[config.mk]
export PLATFORM = sky130hd
export DESIGN_NAME = coded_note_to_tone_steps_unit
export DESIGN_NICKNAME = d
export VERILOG_FILES = /design/src/cntts_pkg.sv /design/src/coded_note_to_tone_steps_unit.sv /design/src/cntts_ctrl.sv /design/src/cntts_datapath.sv
export SDC_FILE = /design/constraint.sdc
export NUM_CORES = 1
export LEC_CHECK = 0
export ABC_AREA = 1
export BUFFER_PORTS_ARGS = -buffer_cell sky130_fd_sc_hd__buf_2
export CORE_MARGIN = 1.5
export CORE_UTILIZATION = 50
export CTS_CLUSTER_DIAMETER = 60
export DETAILED_ROUTE_END_ITERATION = 10
export HOLD_SLACK_MARGIN = 0.02
export PLACE_DENSITY = 0.78
export SLEW_MARGIN = 15
export SYNTH_ARGS = -nofsm -noshare
export SYNTH_HDL_FRONTEND = slang
export SYNTH_SLANG_ARGS = --single-unit
[constraint.sdc]
create_clock -name clk_i -period 5.1 [get_ports clk_i]
set_input_delay 0.765 -clock clk_i [delete_from_list [all_inputs] [get_ports clk_i]]
set_output_delay 0.765 -clock clk_i [all_outputs]
set_load 0.05 [all_outputs]
[src/cntts_pkg.sv]
// Shared types, constants and the note frequency table for the tone step unit.
package cntts_pkg;

  // Field widths
  localparam int VoiceW = 2;
  localparam int WordW  = 13;
  localparam int ByteW  = 8;
  localparam int DurW   = 5;
  localparam int FreqW  = 16;

  // Voice code that carries no voice
  localparam logic [VoiceW-1:0] VoiceNone = 2'd3;

  // Configuration register indexes
  localparam logic [1:0] RegWaveVoice0 = 2'd0;
  localparam logic [1:0] RegWaveVoice1 = 2'd1;
  localparam logic [1:0] RegWaveVoice2 = 2'd2;

  // Waveform byte reset values
  localparam logic [ByteW-1:0] WaveVoice0Rst = 8'd17;
  localparam logic [ByteW-1:0] WaveVoice1Rst = 8'd65;
  localparam logic [ByteW-1:0] WaveVoice2Rst = 8'd33;

  // Controller states
  typedef enum logic {
    StIdle,
    StEmit
  } ctrl_state_e;

  // Controller to datapath
  typedef struct packed {
    logic load;     // capture the incoming word
    logic advance;  // a step transfer completes
  } cntts_cmd_t;

  // Datapath to controller
  typedef struct packed {
    logic item_has_steps;  // incoming word produces at least one step
    logic last;            // current step is the final one of the note
  } cntts_status_t;

  // Top octave frequency word of each scale note
  function automatic logic [FreqW-1:0] base_freq(input logic [3:0] note);
    logic [FreqW-1:0] f;
    unique case (note)
      4'd0:    f = 16'd34334;
      4'd1:    f = 16'd36376;
      4'd2:    f = 16'd38539;
      4'd3:    f = 16'd40830;
      4'd4:    f = 16'd43258;
      4'd5:    f = 16'd45830;
      4'd6:    f = 16'd48556;
      4'd7:    f = 16'd51443;
      4'd8:    f = 16'd54502;
      4'd9:    f = 16'd57743;
      4'd10:   f = 16'd61176;
      4'd11:   f = 16'd64814;
      default: f = 16'd0;  // past the scale: no tone
    endcase
    return f;
  endfunction

endpackage

[src/coded_note_to_tone_steps_unit.sv]
// Top level of the coded note to tone step unit.
// The first step is shown in the cycle after the word's transfer.
// Throughput: one step per cycle without stall; a word yields max(duration,1)
// steps, an end marker or voice 3 none, and no new word is taken meanwhile.
// The step count is set by the single countdown counter in the datapath.
// Reset: step counters clear to zero, waveform bytes take their defaults.
module coded_note_to_tone_steps_unit #(
  parameter int STEPS_PER_VOICE = 256
) (
  input  logic                               clk_i,
  input  logic                               rst_ni,
  input  logic                               in_valid_i,
  output logic                               in_stall_o,
  input  logic [cntts_pkg::VoiceW-1:0]       voice_i,
  input  logic signed [cntts_pkg::WordW-1:0] coded_note_i,
  output logic                               out_valid_o,
  input  logic                               out_stall_i,
  output logic [cntts_pkg::VoiceW-1:0]       out_voice_o,
  output logic [cntts_pkg::ByteW-1:0]        step_position_o,
  output logic [cntts_pkg::ByteW-1:0]        freq_high_o,
  output logic [cntts_pkg::ByteW-1:0]        freq_low_o,
  output logic [cntts_pkg::ByteW-1:0]        control_o,
  output logic                               last_step_o,
  output logic                               overflow_o,
  input  logic                               cfg_valid_i,
  output logic                               cfg_ready_o,
  input  logic [1:0]                         cfg_index_i,
  input  logic [cntts_pkg::ByteW-1:0]        cfg_data_i
);
  import cntts_pkg::*;

  cntts_cmd_t    cmd;
  cntts_status_t status;

  // Configuration writes are always taken
  assign cfg_ready_o = 1'b1;

  cntts_ctrl u_ctrl (
    .clk_i       (clk_i),
    .rst_ni      (rst_ni),
    .in_valid_i  (in_valid_i),
    .in_stall_o  (in_stall_o),
    .out_valid_o (out_valid_o),
    .out_stall_i (out_stall_i),
    .status_i    (status),
    .cmd_o       (cmd)
  );

  cntts_datapath #(
    .STEPS_PER_VOICE (STEPS_PER_VOICE)
  ) u_datapath (
    .clk_i           (clk_i),
    .rst_ni          (rst_ni),
    .cmd_i           (cmd),
    .status_o        (status),
    .voice_i         (voice_i),
    .coded_note_i    (coded_note_i),
    .cfg_write_i     (cfg_valid_i && cfg_ready_o),
    .cfg_index_i     (cfg_index_i),
    .cfg_data_i      (cfg_data_i),
    .out_voice_o     (out_voice_o),
    .step_position_o (step_position_o),
    .freq_high_o     (freq_high_o),
    .freq_low_o      (freq_low_o),
    .control_o       (control_o),
    .last_step_o     (last_step_o),
    .overflow_o      (overflow_o)
  );

endmodule

[src/cntts_ctrl.sv]
// Controller state machine: takes a word, then walks its steps out.
module cntts_ctrl (
  input  logic                    clk_i,
  input  logic                    rst_ni,
  input  logic                    in_valid_i,
  output logic                    in_stall_o,
  output logic                    out_valid_o,
  input  logic                    out_stall_i,
  input  cntts_pkg::cntts_status_t status_i,
  output cntts_pkg::cntts_cmd_t    cmd_o
);
  import cntts_pkg::*;

  ctrl_state_e state_q, state_d;

  // State register
  always_ff @(posedge clk_i or negedge rst_ni) begin
    if (!rst_ni) begin
      state_q <= StIdle;
    end else begin
      state_q <= state_d;
    end
  end

  // Next state and commands
  always_comb begin
    state_d     = state_q;
    in_stall_o  = 1'b1;
    out_valid_o = 1'b0;
    cmd_o       = '0;
    unique case (state_q)
      StIdle: begin
        in_stall_o = 1'b0;
        cmd_o.load = in_valid_i;
        if (in_valid_i && status_i.item_has_steps) begin
          state_d = StEmit;
        end
      end
      StEmit: begin
        out_valid_o   = 1'b1;
        cmd_o.advance = !out_stall_i;
        if (!out_stall_i && status_i.last) begin
          state_d = StIdle;
        end
      end
      default: begin
        state_d = StIdle;
      end
    endcase
  end

endmodule

[src/cntts_datapath.sv]
// Datapath: note decode, waveform registers, per-voice step counters, step fields.
module cntts_datapath #(
  parameter int STEPS_PER_VOICE = 256
) (
  input  logic                          clk_i,
  input  logic                          rst_ni,
  input  cntts_pkg::cntts_cmd_t          cmd_i,
  output cntts_pkg::cntts_status_t       status_o,
  input  logic [cntts_pkg::VoiceW-1:0]  voice_i,
  input  logic signed [cntts_pkg::WordW-1:0] coded_note_i,
  input  logic                          cfg_write_i,
  input  logic [1:0]                    cfg_index_i,
  input  logic [cntts_pkg::ByteW-1:0]   cfg_data_i,
  output logic [cntts_pkg::VoiceW-1:0]  out_voice_o,
  output logic [cntts_pkg::ByteW-1:0]   step_position_o,
  output logic [cntts_pkg::ByteW-1:0]   freq_high_o,
  output logic [cntts_pkg::ByteW-1:0]   freq_low_o,
  output logic [cntts_pkg::ByteW-1:0]   control_o,
  output logic                          last_step_o,
  output logic                          overflow_o
);
  import cntts_pkg::*;

  localparam int PosLimit = (STEPS_PER_VOICE > 256) ? 255 : STEPS_PER_VOICE - 1;
  localparam int CntW     = $clog2(PosLimit + 2);
  localparam logic [CntW-1:0] PosLimitC = CntW'(PosLimit);

  logic [ByteW-1:0] wave_q [3];
  logic [CntW-1:0]  pos_q  [3];

  logic [VoiceW-1:0] voice_q;
  logic [FreqW-1:0]  freq_q;
  logic [ByteW-1:0]  on_ctrl_q, last_ctrl_q;
  logic [DurW-1:0]   remain_q;

  // Decode the incoming word
  logic [WordW-1:0] word, neg_word;
  logic [11:0]      mag;
  logic             silence;
  logic [DurW-1:0]  dur;
  logic [2:0]       oct;
  logic [3:0]       note;
  logic [ByteW-1:0] wave_sel, on_ctrl_d, off_ctrl_d;
  logic [FreqW-1:0] freq_d;

  always_comb begin
    word       = coded_note_i;
    neg_word   = WordW'(0) - word;
    silence    = word[WordW-1];
    mag        = silence ? neg_word[11:0] : word[11:0];
    dur        = mag[11:7];
    oct        = mag[6:4];
    note       = mag[3:0];
    freq_d     = base_freq(note) >> (3'd7 - oct);
    wave_sel   = (voice_i == VoiceNone) ? '0 : wave_q[voice_i];
    on_ctrl_d  = silence ? '0 : wave_sel;
    off_ctrl_d = silence ? '0 : wave_sel - 8'd1;
  end

  assign status_o.item_has_steps = (voice_i != VoiceNone) && (word != '0);
  assign status_o.last           = (remain_q == DurW'(1));

  // Waveform registers
  always_ff @(posedge clk_i or negedge rst_ni) begin
    if (!rst_ni) begin
      wave_q[0] <= WaveVoice0Rst;
      wave_q[1] <= WaveVoice1Rst;
      wave_q[2] <= WaveVoice2Rst;
    end else if (cfg_write_i) begin
      unique case (cfg_index_i)
        RegWaveVoice0: wave_q[0] <= cfg_data_i;
        RegWaveVoice1: wave_q[1] <= cfg_data_i;
        RegWaveVoice2: wave_q[2] <= cfg_data_i;
        default: ;  // unknown index: drop the write
      endcase
    end
  end

  // Capture the note; count down the steps left
  always_ff @(posedge clk_i or negedge rst_ni) begin
    if (!rst_ni) begin
      remain_q <= '0;
    end else if (cmd_i.load) begin
      remain_q <= (dur == '0) ? DurW'(1) : dur;
    end else if (cmd_i.advance) begin
      remain_q <= remain_q - DurW'(1);
    end
  end

  always_ff @(posedge clk_i) begin
    if (cmd_i.load) begin
      voice_q     <= voice_i;
      freq_q      <= freq_d;
      on_ctrl_q   <= on_ctrl_d;
      last_ctrl_q <= (dur == DurW'(1)) ? on_ctrl_d : off_ctrl_d;
    end
  end

  // Step position of the current voice, saturating one past the limit
  logic [CntW-1:0] cnt_cur, pos_sel;
  logic            ovf;

  always_comb begin
    cnt_cur = (voice_q == VoiceNone) ? '0 : pos_q[voice_q];
    ovf     = cnt_cur > PosLimitC;
    pos_sel = ovf ? PosLimitC : cnt_cur;
  end

  always_ff @(posedge clk_i or negedge rst_ni) begin
    if (!rst_ni) begin
      pos_q[0] <= '0;
      pos_q[1] <= '0;
      pos_q[2] <= '0;
    end else if (cmd_i.advance && !ovf && voice_q != VoiceNone) begin
      pos_q[voice_q] <= cnt_cur + CntW'(1);
    end
  end

  // Step fields
  assign out_voice_o     = voice_q;
  assign step_position_o = ByteW'(pos_sel);
  assign freq_high_o     = freq_q[15:8];
  assign freq_low_o      = freq_q[7:0];
  assign control_o       = status_o.last ? last_ctrl_q : on_ctrl_q;
  assign last_step_o     = status_o.last;
  assign overflow_o      = ovf;

endmodule

==> results.md, run 1 <==
- The run finished with clean final reports.
- Synthesis produced a netlist with a net count of 838.
- The H-tree generated during clock tree synthesis spans 3 levels.
- The total number of vias is 5,269.
- Among all stages on the critical path, the largest delay is contributed by sky130_fd_sc_hd__edfxtp_1.
- In the global route stage, overall resource usage came out at 0.220.
- For the pin with the worst max-slew slack, the measured transition is 0.751 ns.
- The summed instance area of the synthesized netlist is 5820 um2.
- The combined buffer and inverter count along the critical path is 3.
- Setup repair after global routing left no endpoint under its margin.
- Along the worst path, the maximum fanout reaches 39.
- The share of cells above drive strength 1 is 0.153.
- Of the synthesized area, sequential elements account for 0.422.
- The cell with the most instances after synthesis is sky130_fd_sc_hd__nand2_1.
- Setup violations remaining at the end of the flow were counted as 0.
- The signal on the critical path passes through nor2_8 > nand2_1 > nand2_1 > nor2_4 > inv_1 > ha_1 > nand2_1 > nor3_1 > ha_1 > inv_1 > nand2_2 > nand4_1 > buf_2.
- The placed wire-length estimate after detailed placement is 9510 um.
- The final critical path time including I/O delays and setup is 4.03 ns.
- The dominant delay contributor by cell family on the critical path is simple AND/OR/NAND/NOR gates.
- The post-layout net count is 888.
- The worst-case IR drop observed on VDD is 0.304 mV.
- For the worst setup path, the data arrival time is 3.27 ns.
- The remaining design rule violation count is 0.
- 69 I/O pins were placed.
- The hold buffer count at CTS is 0.
- The library cell with the largest summed area after synthesis is sky130_fd_sc_hd__dfrtp_1.
- The total congestion overflow after global routing is 0.
- Adding up every negative setup slack in the final design gives 0 ns.
- The maximum buffer depth of the clock tree is 2.
- For the worst-skew pair, the clock arrives at the later sink with an insertion delay of 0.36 ns.
- In this run the remaining antenna-violating nets after routing total 0.
- In this run the power density over the cells is 398 nW/um2.
- The average wire per cell in the routed design is 13.1 um.
- The cell at the root of the clock tree is sky130_fd_sc_hd__clkbuf_16.
- The number of global-route vias before repair is 4,660.
- By startpoint and endpoint, the worst setup path is classified as reg2out.
- The clock tree from TritonCTS is built.
- The clock sink count is 91.
- The most used flip-flop cell after synthesis is sky130_fd_sc_hd__dfrtp_1.
- In this run, distinct cell masters in the synthesized netlist total 42.
- The initial detailed-routing violation count is 277.
- The count of input and output buffers is 67.
- The register clock-pin slew on the reported worst setup and hold paths is 0.06 ns.
- After floorplanning, the core was sized to cover 11,400 um2.
- The highest clock rate is 248 MHz.
- Counting flops with a built-in enable in the synthesized netlist gives 34.
- Dividing the detail-routed via count by the number of cells gives 5.30.
- The buffer count from post-CTS setup fixing is 0.
- Post-CTS repair changed the size of 0 cells.
- The initial antenna violation count came to 0.
- The detailed-routing iteration count for the pre-antenna-repair pass is 4.
- The Yosys warning count is 0.
- The synthesized netlist cell count is 797.
- In this run the static leakage power is 0.00339 uW.
- The worst hold path belongs to the class reg2reg.
- The routability-driven placement congestion ratio is 0.927.
- The number of clock buffers added by TritonCTS is 9.
- In this run, synthesis produced a sequential element count of 91.
- Max-cap violations in this run came to 0.
- The total die area is 12,300 um2.
- The minimum hold slack is 0.478 ns.
- The floorplan has 39 rows.
- The fraction of synthesis flops using an asynchronous set or reset pin is 0.626.
- The chip width is 111 um.
- The portion of synthesized cell area occupied by the leading cell type is 0.219.
- Of the available clock period, the critical path in the final layout requires 0.791.
- The worst pin sits at a relative slew slack of 0.499.
- STA classifies the critical path startpoint as a flop.
- The die boundary height is 111 um.
- The number of hold-slack violations in the final timing report came to 0.
- The commonest cells after synthesis are sky130_fd_sc_hd__nand2_1, sky130_fd_sc_hd__nand3_1, sky130_fd_sc_hd__inv_1.
- The max-slew violation count is 0.
- The endpoint required time on the critical path is 4.34 ns.
- The relative area change from synthesis to final layout is 11.9%.
- The initial utilization of the core area, before any placement, comes to 0.512.
- The kind of end point of the critical path is an output port.
- For this run, the slowest stage of the critical path takes 0.61 ns.
- By area the synthesized netlist is led by sky130_fd_sc_hd__dfrtp_1, sky130_fd_sc_hd__nand2_1, sky130_fd_sc_hd__edfxtp_1, sky130_fd_sc_hd__nand3_1, sky130_fd_sc_hd__nand4_1.
- The wire length of the first global-routing pass is 21,900 um.
- By instance count, the cell type seen most on the critical path is sky130_fd_sc_hd__nand2_1.
- The number of antenna diodes in the final layout is 0.
- The mean area per synthesized cell is 7.30 um2.
- The total length of routed wires is 13,100 um.
- Entering global routing, the biggest net connects 58 pins.
- The worst clock skew is 0.00898 ns.
## cell families (layout without fill, tap and decap cells)
family                   count (synthesis)  in the layout  share of synthesized area
XOR/XNOR                                10             10                     0.0176
adder cells (fa/ha/maj)                 11             11                     0.0237
AO/OA/AOI/OAI                           60             60                     0.0572
other                                    1              1                   0.000644
AND/OR/NAND/NOR                        522            522                      0.403
flip-flops                              91             91                      0.422
buffers and inverters                  102            157                     0.0763
## registers in the layout (all words and copies together), names as in the netlist
signal,count
u_datapath.out_voice_o,2
u_datapath.wave_q,24
u_datapath.pos_q,27
u_datapath.last_ctrl_q,8
u_ctrl.state_q,1
u_datapath.freq_q,16
u_datapath.on_ctrl_q,8
u_datapath.remain_q,5
## worst register-to-register path, stage by stage (launching register included)
cell                       delay, ns
sky130_fd_sc_hd__edfxtp_1       0.61
sky130_fd_sc_hd__nor2_8         0.34
sky130_fd_sc_hd__nand2_1        0.09
sky130_fd_sc_hd__nand2_1        0.11
sky130_fd_sc_hd__nor2_4         0.07
sky130_fd_sc_hd__inv_1          0.06
sky130_fd_sc_hd__ha_1           0.22
sky130_fd_sc_hd__nand2_1        0.09
sky130_fd_sc_hd__nor3_1         0.15
sky130_fd_sc_hd__ha_1           0.17
sky130_fd_sc_hd__inv_1          0.04
sky130_fd_sc_hd__nand2_2        0.53
sky130_fd_sc_hd__nand3_4        0.26
sky130_fd_sc_hd__nand2_1        0.13
sky130_fd_sc_hd__nand2_1        0.06
## routing by layer
metal / part of all wire / global-route usage
met5: 0 / 0
met4: 0.017 / 0.0846
met3: 0.046 / 0.0410
met2: 0.48 / 0.360
met1: 0.46 / 0.289
## stage by stage
stage,instance area (um2),setup WS (ns),util,cells,power (uW)
2_1_floorplan,5820,1.75,-,797,1680
3_3_place_gp,6190,1.53,0.544,979,1860
3_5_place_dp,6190,1.47,0.544,979,1880
4_1_cts,6510,1.08,0.573,995,2610
5_1_grt,6510,0.743,0.573,995,2750
6_report,6510,1.07,0.573,995,2600
## final timing paths
| path | from | to | slack [ns] | cells after the start |
|---|---|---|---|---|
| setup / recovery | u_datapath.out_voice_o[0] | step_position_o[3] | 1.07 | 13 |
| hold / removal | u_datapath.pos_q[0] | u_datapath.pos_q[0] | 0.48 | 2 |
| setup reg to reg | u_datapath.out_voice_o[0] | u_datapath.pos_q[3] | 2.06 | 14 |
| hold reg to reg | u_datapath.pos_q[0] | u_datapath.pos_q[0] | 0.48 | 2 |
| max in group asynchronous | rst_ni | u_datapath.wave_q[11] | 4.08 | 2 |
| min in group asynchronous | rst_ni | u_datapath.pos_q[23] | 0.54 | 2 |
## power breakdown
part | switching (uW) | internal, uW | total, uW
combinational | 638 | 238 | 876
sequential | 78.7 | 916 | 995
clock | 289 | 436 | 726
## placed cells by master, fill, tap and decap left out, drive strengths merged
cell type	netlist	final
conb	1	1
nor4	1	1
nand3b	5	5
inv	69	73
xor2	9	9
dfstp	6	6
xnor2	1	1
ha	11	11
a2bb2oi	1	1
a31oi	1	1
o21ai	43	43
nand3	113	113
nor3	4	4
a22o	1	1
a211oi	1	1
bufinv	0	2
o211ai	1	1
buf	23	71
or2	1	1
nand4	43	43
nand2	300	300
nor2	55	55
edfxtp	34	34
dfrtp	51	51
o221ai	1	1
clkbuf	9	10
a21oi	11	11
clkinv	1	1
## cell type report
class | count | area [um2]
fillers | 1106 | 4860
well taps | 143 | 179
inverters | 70 | 268
repair buffers | 71 | 365
multi-input cells | 604 | 2920
clock buffers | 10 | 229
clock inverters | 6 | 95.1
flip-flops and latches | 91 | 2450
(Power assumes the default switching activity.)
==> run 2: changes to the inputs <==
- ABC_AREA: 1 -> 0
- clock period: 5.1 -> 3.9 ns (I/O delays scaled with it)
==> run 2 against run 1 <==
  * Non-clock buffer count up 21
  * Synthesized cell count down 24%
  * Critical path depth down 2
  * Design area up 8.1%
  * Sequential power up 33%
  * Die area up 6.2%
  * Critical endpoint is now step_position_o[1]
  * Largest cell class unchanged
  * Largest power group is now combinational logic
  * Highest routed layer is now met5
==> results.md, run 2 <==
- The routability-driven placement congestion ratio is 0.946 (was 0.927).
- The minimum hold slack came to 0.362 ns (was 0.478 ns).
- The worst clock skew is 0.0117 ns (was 0.00898 ns).
- Commonest non-fill, non-tap cells in the layout: sky130_fd_sc_hd__buf_2, sky130_fd_sc_hd__mux2_2, sky130_fd_sc_hd__dfrtp_1 (was sky130_fd_sc_hd__nand2_1, sky130_fd_sc_hd__nand3_1, sky130_fd_sc_hd__buf_2).
- Cell-by-cell listing of the critical path: buf_4 > mux2i_1 > a2bb2oi_1 > inv_1 > ha_1 > nand2b_1 > nor4_1 > ha_1 > or2_2 > nand2_1 > buf_2 (was nor2_8 > nand2_1 > nand2_1 > nor2_4 > inv_1 > ha_1 > nand2_1 > nor3_1 > ha_1 > inv_1 > nand2_2 > nand4_1 > buf_2).
- The library cell with the largest summed area after synthesis is sky130_fd_sc_hd__dfrtp_1 (unchanged).
- The remaining design rule violation count is 0 (unchanged).
- The maximum fanout along the worst path is 9 (was 39).
- The kind of critical path is reg2out (unchanged).
- The maximum buffer depth of the clock tree is 2 (unchanged).
- The routed metal-1 wirelength is 6840 um (was 5970 um).
- The number of buffers created by CTS is 9 (unchanged).
- The placed wire-length estimate after detailed placement is 11,400 um (was 9510 um).
- The flip-flop count of the largest register after layout is 27 (unchanged).
- The starting density of the core is 0.513 (was 0.512).
- The total I/O pin count was 69 (unchanged).
- The met3 routed wirelength was 733 um (was 602 um).
- The transition at the pin with the smallest max-transition slack is 1.00 ns (was 0.751 ns).
- The mean area per synthesized cell is 10.3 um2 (was 7.30 um2).
- The cell at the root of the clock tree is sky130_fd_sc_hd__clkbuf_16 (unchanged).
- The largest net degree at the start of global routing is 52 (was 58).
- The final critical path time including I/O delays and setup is 3.55 ns.
- The dominant delay contributor by cell family on the critical path is simple AND/OR/NAND/NOR gates (unchanged).
- The total routing resource utilization after global routing came to 0.246 (was 0.220).
- The net count after synthesis is 644 (was 838).
- The uppermost metal layer occupied by signal nets was met5 (was met4).
- The relative area change from synthesis to final layout is 13.8% (was 11.9%).
- Result of the run: complete, no violations (unchanged).
- The total congestion overflow after global routing is 0 (unchanged).
- The number of filler cells placed in the layout is 1,029 (was 1,106).
- The register clock-pin slew on the reported worst setup and hold paths is 0.07 ns (was 0.06 ns).
- The power density over the cells is 521 nW/um2 (was 398 nW/um2).
- The core box area is 12,100 um2 (was 11,400 um2).
- The largest voltage drop on the vdd net is 0.301 mV (was 0.304 mV).
- The synthesized netlist cell count came to 603 (was 797).
- The kind of end point of the critical path is an output port (unchanged).
- The path category of the worst min-delay check is in2async (was reg2reg).
- The standard cell with the maximum stage delay on the critical path is sky130_fd_sc_hd__edfxtp_1 (unchanged).
- The final sum of negative setup slack is 0 ns (unchanged).
- The detailed route wirelength on metal2 is 7450 um (was 6260 um).
- The final period utilization is 0.910.
- The max-slew violation count is 0 (unchanged).
- The wire length of the first global-routing pass was 25,400 um (was 21,900 um).
- The initial detailed-routing violation count was 447 (was 277).
- The fraction of synthesis flops using an asynchronous set or reset pin is 0.626 (unchanged).
- The predominant post-synthesis flop cell is sky130_fd_sc_hd__dfrtp_1 (unchanged).
- The combined buffer and inverter count along the critical path is 3 (unchanged).
- The total length of routed wires came to 15,300 um (was 13,100 um).
- The total number of vias came to 5,098 (was 5,269).
- The detailed-routing iteration count for the pre-antenna-repair pass is 5 (was 4).
- The Yosys warning count is 0 (unchanged).
- The initial antenna violation count is 2 (was 0).
- The total die area is 13,100 um2 (was 12,300 um2).
- The worst-skew pair later-pin latency came to 0.35 ns (was 0.36 ns).
- The largest register by flop count is u_datapath.pos_q (unchanged).
- The portion of synthesized cell area occupied by the leading cell type is 0.206 (was 0.219).
- The hold buffer count at CTS is 0 (unchanged).
- The library cell appearing most often on the critical path is sky130_fd_sc_hd__ha_1 (was sky130_fd_sc_hd__nand2_1).
- The average wire per cell in the routed design was 18.3 um (was 13.1 um).
- The post-route antenna net violation count came to 0 (unchanged).
- The total number of H-tree levels is 3 (unchanged).
- The endpoint required time on the critical path is 3.31 ns (was 4.34 ns).
- The worst stage delay on the critical path came to 0.44 ns (was 0.61 ns).
- The via density per instance is 6.09 (was 5.30).
- The summed instance area of the synthesized netlist is 6190 um2 (was 5820 um2).
- Unrepaired setup endpoints after global routing: false (unchanged).
- The total leakage power was 0.00297 uW (was 0.00339 uW).
- Largest registers: u_datapath.pos_q (27), u_datapath.wave_q (24), u_datapath.freq_q (16) (unchanged).
- The chip width is 114 um (was 111 um).
- The clock tree from TritonCTS is built (unchanged).
- The worst relative slew slack is 0.329 (was 0.499).
- The share of cells above drive strength 1 is 0.304 (was 0.153).
- The setup violation total in the final timing report is 0 (unchanged).
- Timing would allow up to 282 MHz.
- The cell with the most instances after synthesis is sky130_fd_sc_hd__mux2_2 (was sky130_fd_sc_hd__nand2_1).
- The count of input and output buffers is 67 (unchanged).
- The number of standard-cell rows in the floorplan is 40 (was 39).
- The leading cell type in the layout, fill and taps excluded is sky130_fd_sc_hd__buf_2 (was sky130_fd_sc_hd__nand2_1).
- The max-cap violation count came to 0 (unchanged).
- The critical path data arrival time was 2.96 ns (was 3.27 ns).
- The number of flops mapped to enable cells by yosys is 34 (unchanged).
- The clock sink count is 91 (unchanged).
- The post-layout net count came to 704 (was 888).
- The number of global-route vias before repair is 5,038 (was 4,660).
- The number of hold-slack violations in the final timing report was 0 (unchanged).
- Top cells by instance count after synthesis: sky130_fd_sc_hd__mux2_2, sky130_fd_sc_hd__dfrtp_1, sky130_fd_sc_hd__nor2_1 (was sky130_fd_sc_hd__nand2_1, sky130_fd_sc_hd__nand3_1, sky130_fd_sc_hd__inv_1).
- The kind of start point of the critical path was a flop (unchanged).
- The die boundary height is 114 um (was 111 um).
- Main area contributors after synthesis: sky130_fd_sc_hd__dfrtp_1, sky130_fd_sc_hd__edfxtp_1, sky130_fd_sc_hd__mux2_2, sky130_fd_sc_hd__mux2i_1, sky130_fd_sc_hd__dfstp_2 (was sky130_fd_sc_hd__dfrtp_1, sky130_fd_sc_hd__nand2_1, sky130_fd_sc_hd__edfxtp_1, sky130_fd_sc_hd__nand3_1, sky130_fd_sc_hd__nand4_1).
- The flop and latch count out of synthesis is 91 (unchanged).
- The sequential-to-total area share from yosys stat is 0.397 (was 0.422).
- The number of library cell types mapped by synthesis came to 88 (was 42).
run 2: through the flow:
step | instance area, um2 | std cells | setup WS, ns | power [uW] | utilization
after floorplan | 6190 | 603 | 0.295 | 2450 | -
after global placement | 6710 | 817 | 0.453 | 2760 | 0.557
after detailed placement | 6710 | 817 | 0.362 | 2810 | 0.557
after CTS | 7010 | 833 | 0.110 | 3670 | 0.581
after global routing | 7040 | 837 | 0.179 | 3860 | 0.584
final | 7040 | 837 | 0.352 | 3670 | 0.584
run 2: cell type report:
cell class,count,area [um2],share of cell area
multi-input combinational,450,3480,0.494
sequential,91,2450,0.349
timing repair buffer,92,536,0.0760
clock buffer,9,225,0.0320
tap,168,210,0.0298
inverter,19,71.3,0.0101
clock inverter,7,67.6,0.00959
antenna,1,2.50,0.000355
run 2: worst paths after layout:
| check | start | endpoint | slack (ns) | depth (start not counted) |
|---|---|---|---|---|
| hold reg to reg | u_datapath.pos_q[0] | u_datapath.pos_q[0] | 0.51 | 1 |
| setup reg to reg | u_datapath.out_voice_o[1] | u_datapath.pos_q[14] | 0.93 | 10 |
| min in group clk_i | cfg_data_i[1] | u_datapath.wave_q[17] | 0.49 | 2 |
| hold / removal | rst_ni | u_datapath.pos_q[22] | 0.36 | 1 |
| max in group asynchronous | rst_ni | u_datapath.wave_q[5] | 2.72 | 2 |
| setup / recovery | u_datapath.out_voice_o[1] | step_position_o[1] | 0.35 | 11 |
run 2: what timing repair did:
action	in CTS	in global routing
setup buffers	0	3
endpoints found under the setup margin	0	9
gates resized for setup	0	1
run 2: kinds of logic after synthesis:
family,count (synthesis),share of synthesized area
flip-flops,91,0.397
other,1,0.000606
AND/OR/NAND/NOR,180,0.161
AO/OA/AOI/OAI,150,0.183
XOR/XNOR,21,0.0332
buffers and inverters,62,0.0445
multiplexers,87,0.158
adder cells (fa/ha/maj),11,0.0222
run 2: layer usage:
metal	track usage	vias up
met5	0	-
met1	0.328	2490
li1	-	2403
met3	0.0344	30
met4	0.0967	2
met2	0.408	173
run 2: power breakdown:
group,switching [uW],internal (uW),total [uW]
logic,974,517,1490
registers,102,1220,1320
clock network,407,450,857
==> run 3: changes to the inputs <==
--- a/config.mk
+++ b/config.mk
@@ -8,5 +8,5 @@
 export ABC_AREA = 0
 export BUFFER_PORTS_ARGS = -buffer_cell sky130_fd_sc_hd__buf_2
-export CORE_MARGIN = 1.5
+export CORE_MARGIN = 3
 export CORE_UTILIZATION = 50
 export CTS_CLUSTER_DIAMETER = 60
==> constraint.sdc (replaced) <==
create_clock -name clk_i -period 3.9 [get_ports clk_i]
set_input_delay 0.78 -clock clk_i [delete_from_list [all_inputs] [get_ports clk_i]]
set_output_delay 0.78 -clock clk_i [all_outputs]
set_load 0.05 [all_outputs]
==> run 3 against run 2 <==
  * First-iteration DRC count is 17% lower
  * Largest power group unchanged
  * Register-to-register slack worse by 0.04 ns
  * Flip-flop and latch count unchanged
  * Combinational power is essentially flat
  * Via count increased by 0.16%
  * Final cell count is 0.72% higher
  * Die area increased by 5.3%
==> results.md, run 3 (synthesized netlist as in run 2, its figures left out) <==
- Result of the run: complete, no violations (unchanged).
- The path category of the worst min-delay check was reg2reg (was in2async).
- Along the worst hold path, the cell count comes to 1.
- The kind of end point of the critical path is an output port (unchanged).
- The switching fraction of total power was 0.403 (was 0.404).
- The cell at the root of the clock tree was sky130_fd_sc_hd__clkbuf_16 (unchanged).
- The initial antenna violation count is 2 (unchanged).
- The total leakage power is 0.00300 uW (was 0.00297 uW).
- The die boundary height is 117 um (was 114 um).
- The standard cell with the maximum stage delay on the critical path is sky130_fd_sc_hd__edfxtp_1 (unchanged).
- The power density over the cells is 518 nW/um2 (was 521 nW/um2).
- The total I/O pin count is 69 (unchanged).
- The dominant delay contributor by cell family on the critical path is simple AND/OR/NAND/NOR gates (unchanged).
- The library cell appearing most often on the critical path is sky130_fd_sc_hd__ha_1 (unchanged).
- The share of cells above drive strength 1 is 0.310 (was 0.304).
- The final sum of negative setup slack is 0 ns (unchanged).
- The number of standard-cell rows in the floorplan is 40 (unchanged).
- Commonest non-fill, non-tap cells in the layout: sky130_fd_sc_hd__buf_2, sky130_fd_sc_hd__mux2_2, sky130_fd_sc_hd__dfrtp_1 (unchanged).
- The average wire per cell in the routed design came to 18.2 um (was 18.3 um).
- The post-layout net count was 710 (was 704).
- The total number of H-tree levels was 3 (unchanged).
- The leading cell type in the layout, fill and taps excluded was sky130_fd_sc_hd__buf_2 (unchanged).
- The total die area is 13,700 um2 (was 13,100 um2).
- The number of buffers created by CTS is 9 (unchanged).
- The kind of critical path is reg2out (unchanged).
- Cell-by-cell listing of the critical path: buf_4 > mux2i_1 > a2bb2oi_2 > inv_1 > ha_1 > nand2b_1 > nor4_1 > ha_1 > or2_2 > nand2_1 > buf_2 (was buf_4 > mux2i_1 > a2bb2oi_1 > inv_1 > ha_1 > nand2b_1 > nor4_1 > ha_1 > or2_2 > nand2_1 > buf_2).
- The total congestion overflow after global routing is 0 (unchanged).
- The logic depth of the worst register-to-register path came to 11 (was 10).
- The initial detailed-routing violation count was 372 (was 447).
- The portion of total power attributed to combinational logic is 0.410 (was 0.406).
- The final period utilization is 0.947 (was 0.910).
- The number of global-route vias before repair was 5,006 (was 5,038).
- The clock sink count was 91 (unchanged).
- The relative contribution of sequential cells to total power is 0.359 (was 0.360).
- The setup violation total in the final timing report was 0 (unchanged).
- The number of hold-slack violations in the final timing report was 0 (unchanged).
- The critical path data arrival time is 2.91 ns (was 2.96 ns).
- The placed wire-length estimate after detailed placement is 11,500 um (was 11,400 um).
- The register clock-pin slew on the reported worst setup and hold paths is 0.07 ns (about the same).
- The internal power component is 2190 uW (about the same).
- The fraction of power consumed by the clock network was 0.231 (was 0.234).
- The area of all sequential standard cells is 2450 um2 (unchanged).
- The largest net degree at the start of global routing is 47 (was 52).
- The hold buffer count at CTS is 0 (unchanged).
- The worst flop-to-flop path startpoint is u_datapath.out_voice_o[1] (unchanged).
- The total routing resource utilization after global routing was 0.232 (was 0.246).
- Largest registers: u_datapath.pos_q (27), u_datapath.wave_q (24), u_datapath.freq_q (16) (unchanged).
- The number of filler cells placed in the layout is 1,017 (was 1,029).
- The worst relative slew slack was 0.329 (about the same).
- The relative area change from synthesis to final layout was 14.4% (was 13.8%).
- The max-cap violation count is 0 (unchanged).
- The detailed-routing iteration count for the pre-antenna-repair pass is 6 (was 5).
- The wire length of the first global-routing pass was 25,000 um (was 25,400 um).
- The highest clock rate is 271 MHz (was 282 MHz).
- The worst-skew pair later-pin latency is 0.35 ns (about the same).
- The starting density of the core was 0.513 (unchanged).
- The largest register by flop count is u_datapath.pos_q (unchanged).
- The remaining design rule violation count came to 0 (unchanged).
- Unrepaired setup endpoints after global routing: false (unchanged).
- The transition at the pin with the smallest max-transition slack came to 1.01 ns (was 1.00 ns).
- The final critical path time including I/O delays and setup is 3.69 ns (was 3.55 ns).
- The core box area came to 12,100 um2 (unchanged).
- The post-route antenna net violation count is 0 (unchanged).
- The worst clock skew is 0.0104 ns (was 0.0117 ns).
- The switching power of the nets is 1480 uW (about the same).
- The max-slew violation count is 0 (unchanged).
- The launch instance of the worst min-delay path is u_datapath.pos_q[19].
- The area of the multi-input gates is 3480 um2 (about the same).
- The clock tree from TritonCTS is built (unchanged).
- The kind of start point of the critical path is a flop (unchanged).
- The total length of routed wires is 15,400 um (was 15,300 um).
- The destination of the worst register-to-register timing path is u_datapath.pos_q[4] (was u_datapath.pos_q[14]).
- The endpoint required time on the critical path is 3.12 ns (was 3.31 ns).
- The via density per instance is 6.06 (was 6.09).
- The total number of vias is 5,106 (was 5,098).
- The flip-flop count of the largest register after layout is 27 (unchanged).
- The slack of the worst reg-to-reg path is 0.89 ns (was 0.93 ns).
- The worst hold path terminates at u_datapath.pos_q[19].
- The largest voltage drop on the vdd net is 0.247 mV (was 0.301 mV).
- The routability-driven placement congestion ratio is 0.955 (was 0.946).
- The minimum hold slack is 0.505 ns (was 0.362 ns).
- The chip width is 117 um (was 114 um).
- The worst stage delay on the critical path is 0.41 ns (was 0.44 ns).
- The maximum buffer depth of the clock tree is 2 (unchanged).
- The combined buffer and inverter count along the critical path is 3 (unchanged).
- The count of input and output buffers is 67 (unchanged).
- The maximum fanout along the worst path is 9 (unchanged).
run 3: cell types whose count changed in the layout (fill, tap and decap cells not counted):
| cell | change |
|---|---|
| sky130_fd_sc_hd__inv_6 | -1 |
| sky130_fd_sc_hd__xnor2_2 | +1 |
| sky130_fd_sc_hd__nor3b_2 | -1 |
| sky130_fd_sc_hd__buf_4 | +7 |
| sky130_fd_sc_hd__clkinv_4 | +1 |
| sky130_fd_sc_hd__nor3b_1 | +1 |
| sky130_fd_sc_hd__buf_12 | -1 |
| sky130_fd_sc_hd__xnor2_1 | -1 |
run 3: power groups by stage:
stage	Combinational [uW]	Clock, uW	Sequential (uW)
after floorplan	1030	0	1420
after global placement	1450	0	1320
after detailed placement	1480	0	1340
after CTS	1500	862	1320
after global routing	1620	908	1340
final	1500	846	1320
run 3: repair_timing:
| item | CTS | global route |
|---|---|---|
| setup buffers | 2 | 0 |
| gates resized for setup | 1 | 0 |
| endpoints found under the setup margin | 9 | 0 |
run 3: metrics by stage:
step	setup slack, ns	area, um2	total power, uW	utilization	instances
final	0.205	7080	3660	0.587	843
after global routing	0.0736	7080	3870	0.587	843
after CTS	0.215	7070	3680	0.586	842
after detailed placement	0.146	6750	2820	0.560	824
after global placement	0.304	6750	2770	0.560	824
after floorplan	0.0998	6190	2450	-	603
run 3: worst max path at each step:
stage,startpoint,depth (start not counted),slack (ns),to
finish,u_datapath.out_voice_o[1],11,0.21,step_position_o[5]
global route,u_datapath.out_voice_o[1],11,0.07,step_position_o[5]
CTS,u_datapath.out_voice_o[1],11,0.21,step_position_o[5]
detailed placement,coded_note_i[0],11,0.15,u_datapath.freq_q[4]
global placement,coded_note_i[0],12,0.30,u_datapath.freq_q[4]
floorplan,u_datapath.out_voice_o[1],11,0.1,step_position_o[0]
run 3: cell type report:
class,instances,share of cell area
repair buffers,98,0.0803
clock inverters,7,0.00955
multi-input cells,450,0.491
flip-flops and latches,91,0.347
diodes,1,0.000354
well taps,168,0.0297
inverters,19,0.0101
clock buffers,9,0.0318
run 3: metal layers:
layer  vias to the layer above  GRT usage  wire length [um]
met5                         -          0                13
met4                         2     0.0856               320
met3                        24     0.0488               800
met2                       162      0.370              7310
met1                      2502      0.312              6930
li1                       2416          -                 -
run 3: worst register-to-register path: cells and delay by family (launching register included):
kind	cells	cell delay, ns
mux	2	0.61
fa+ha+maj	2	0.46
compound gates	2	0.81
buf+inv	3	0.43
flops	1	0.41
simple gates	2	0.16
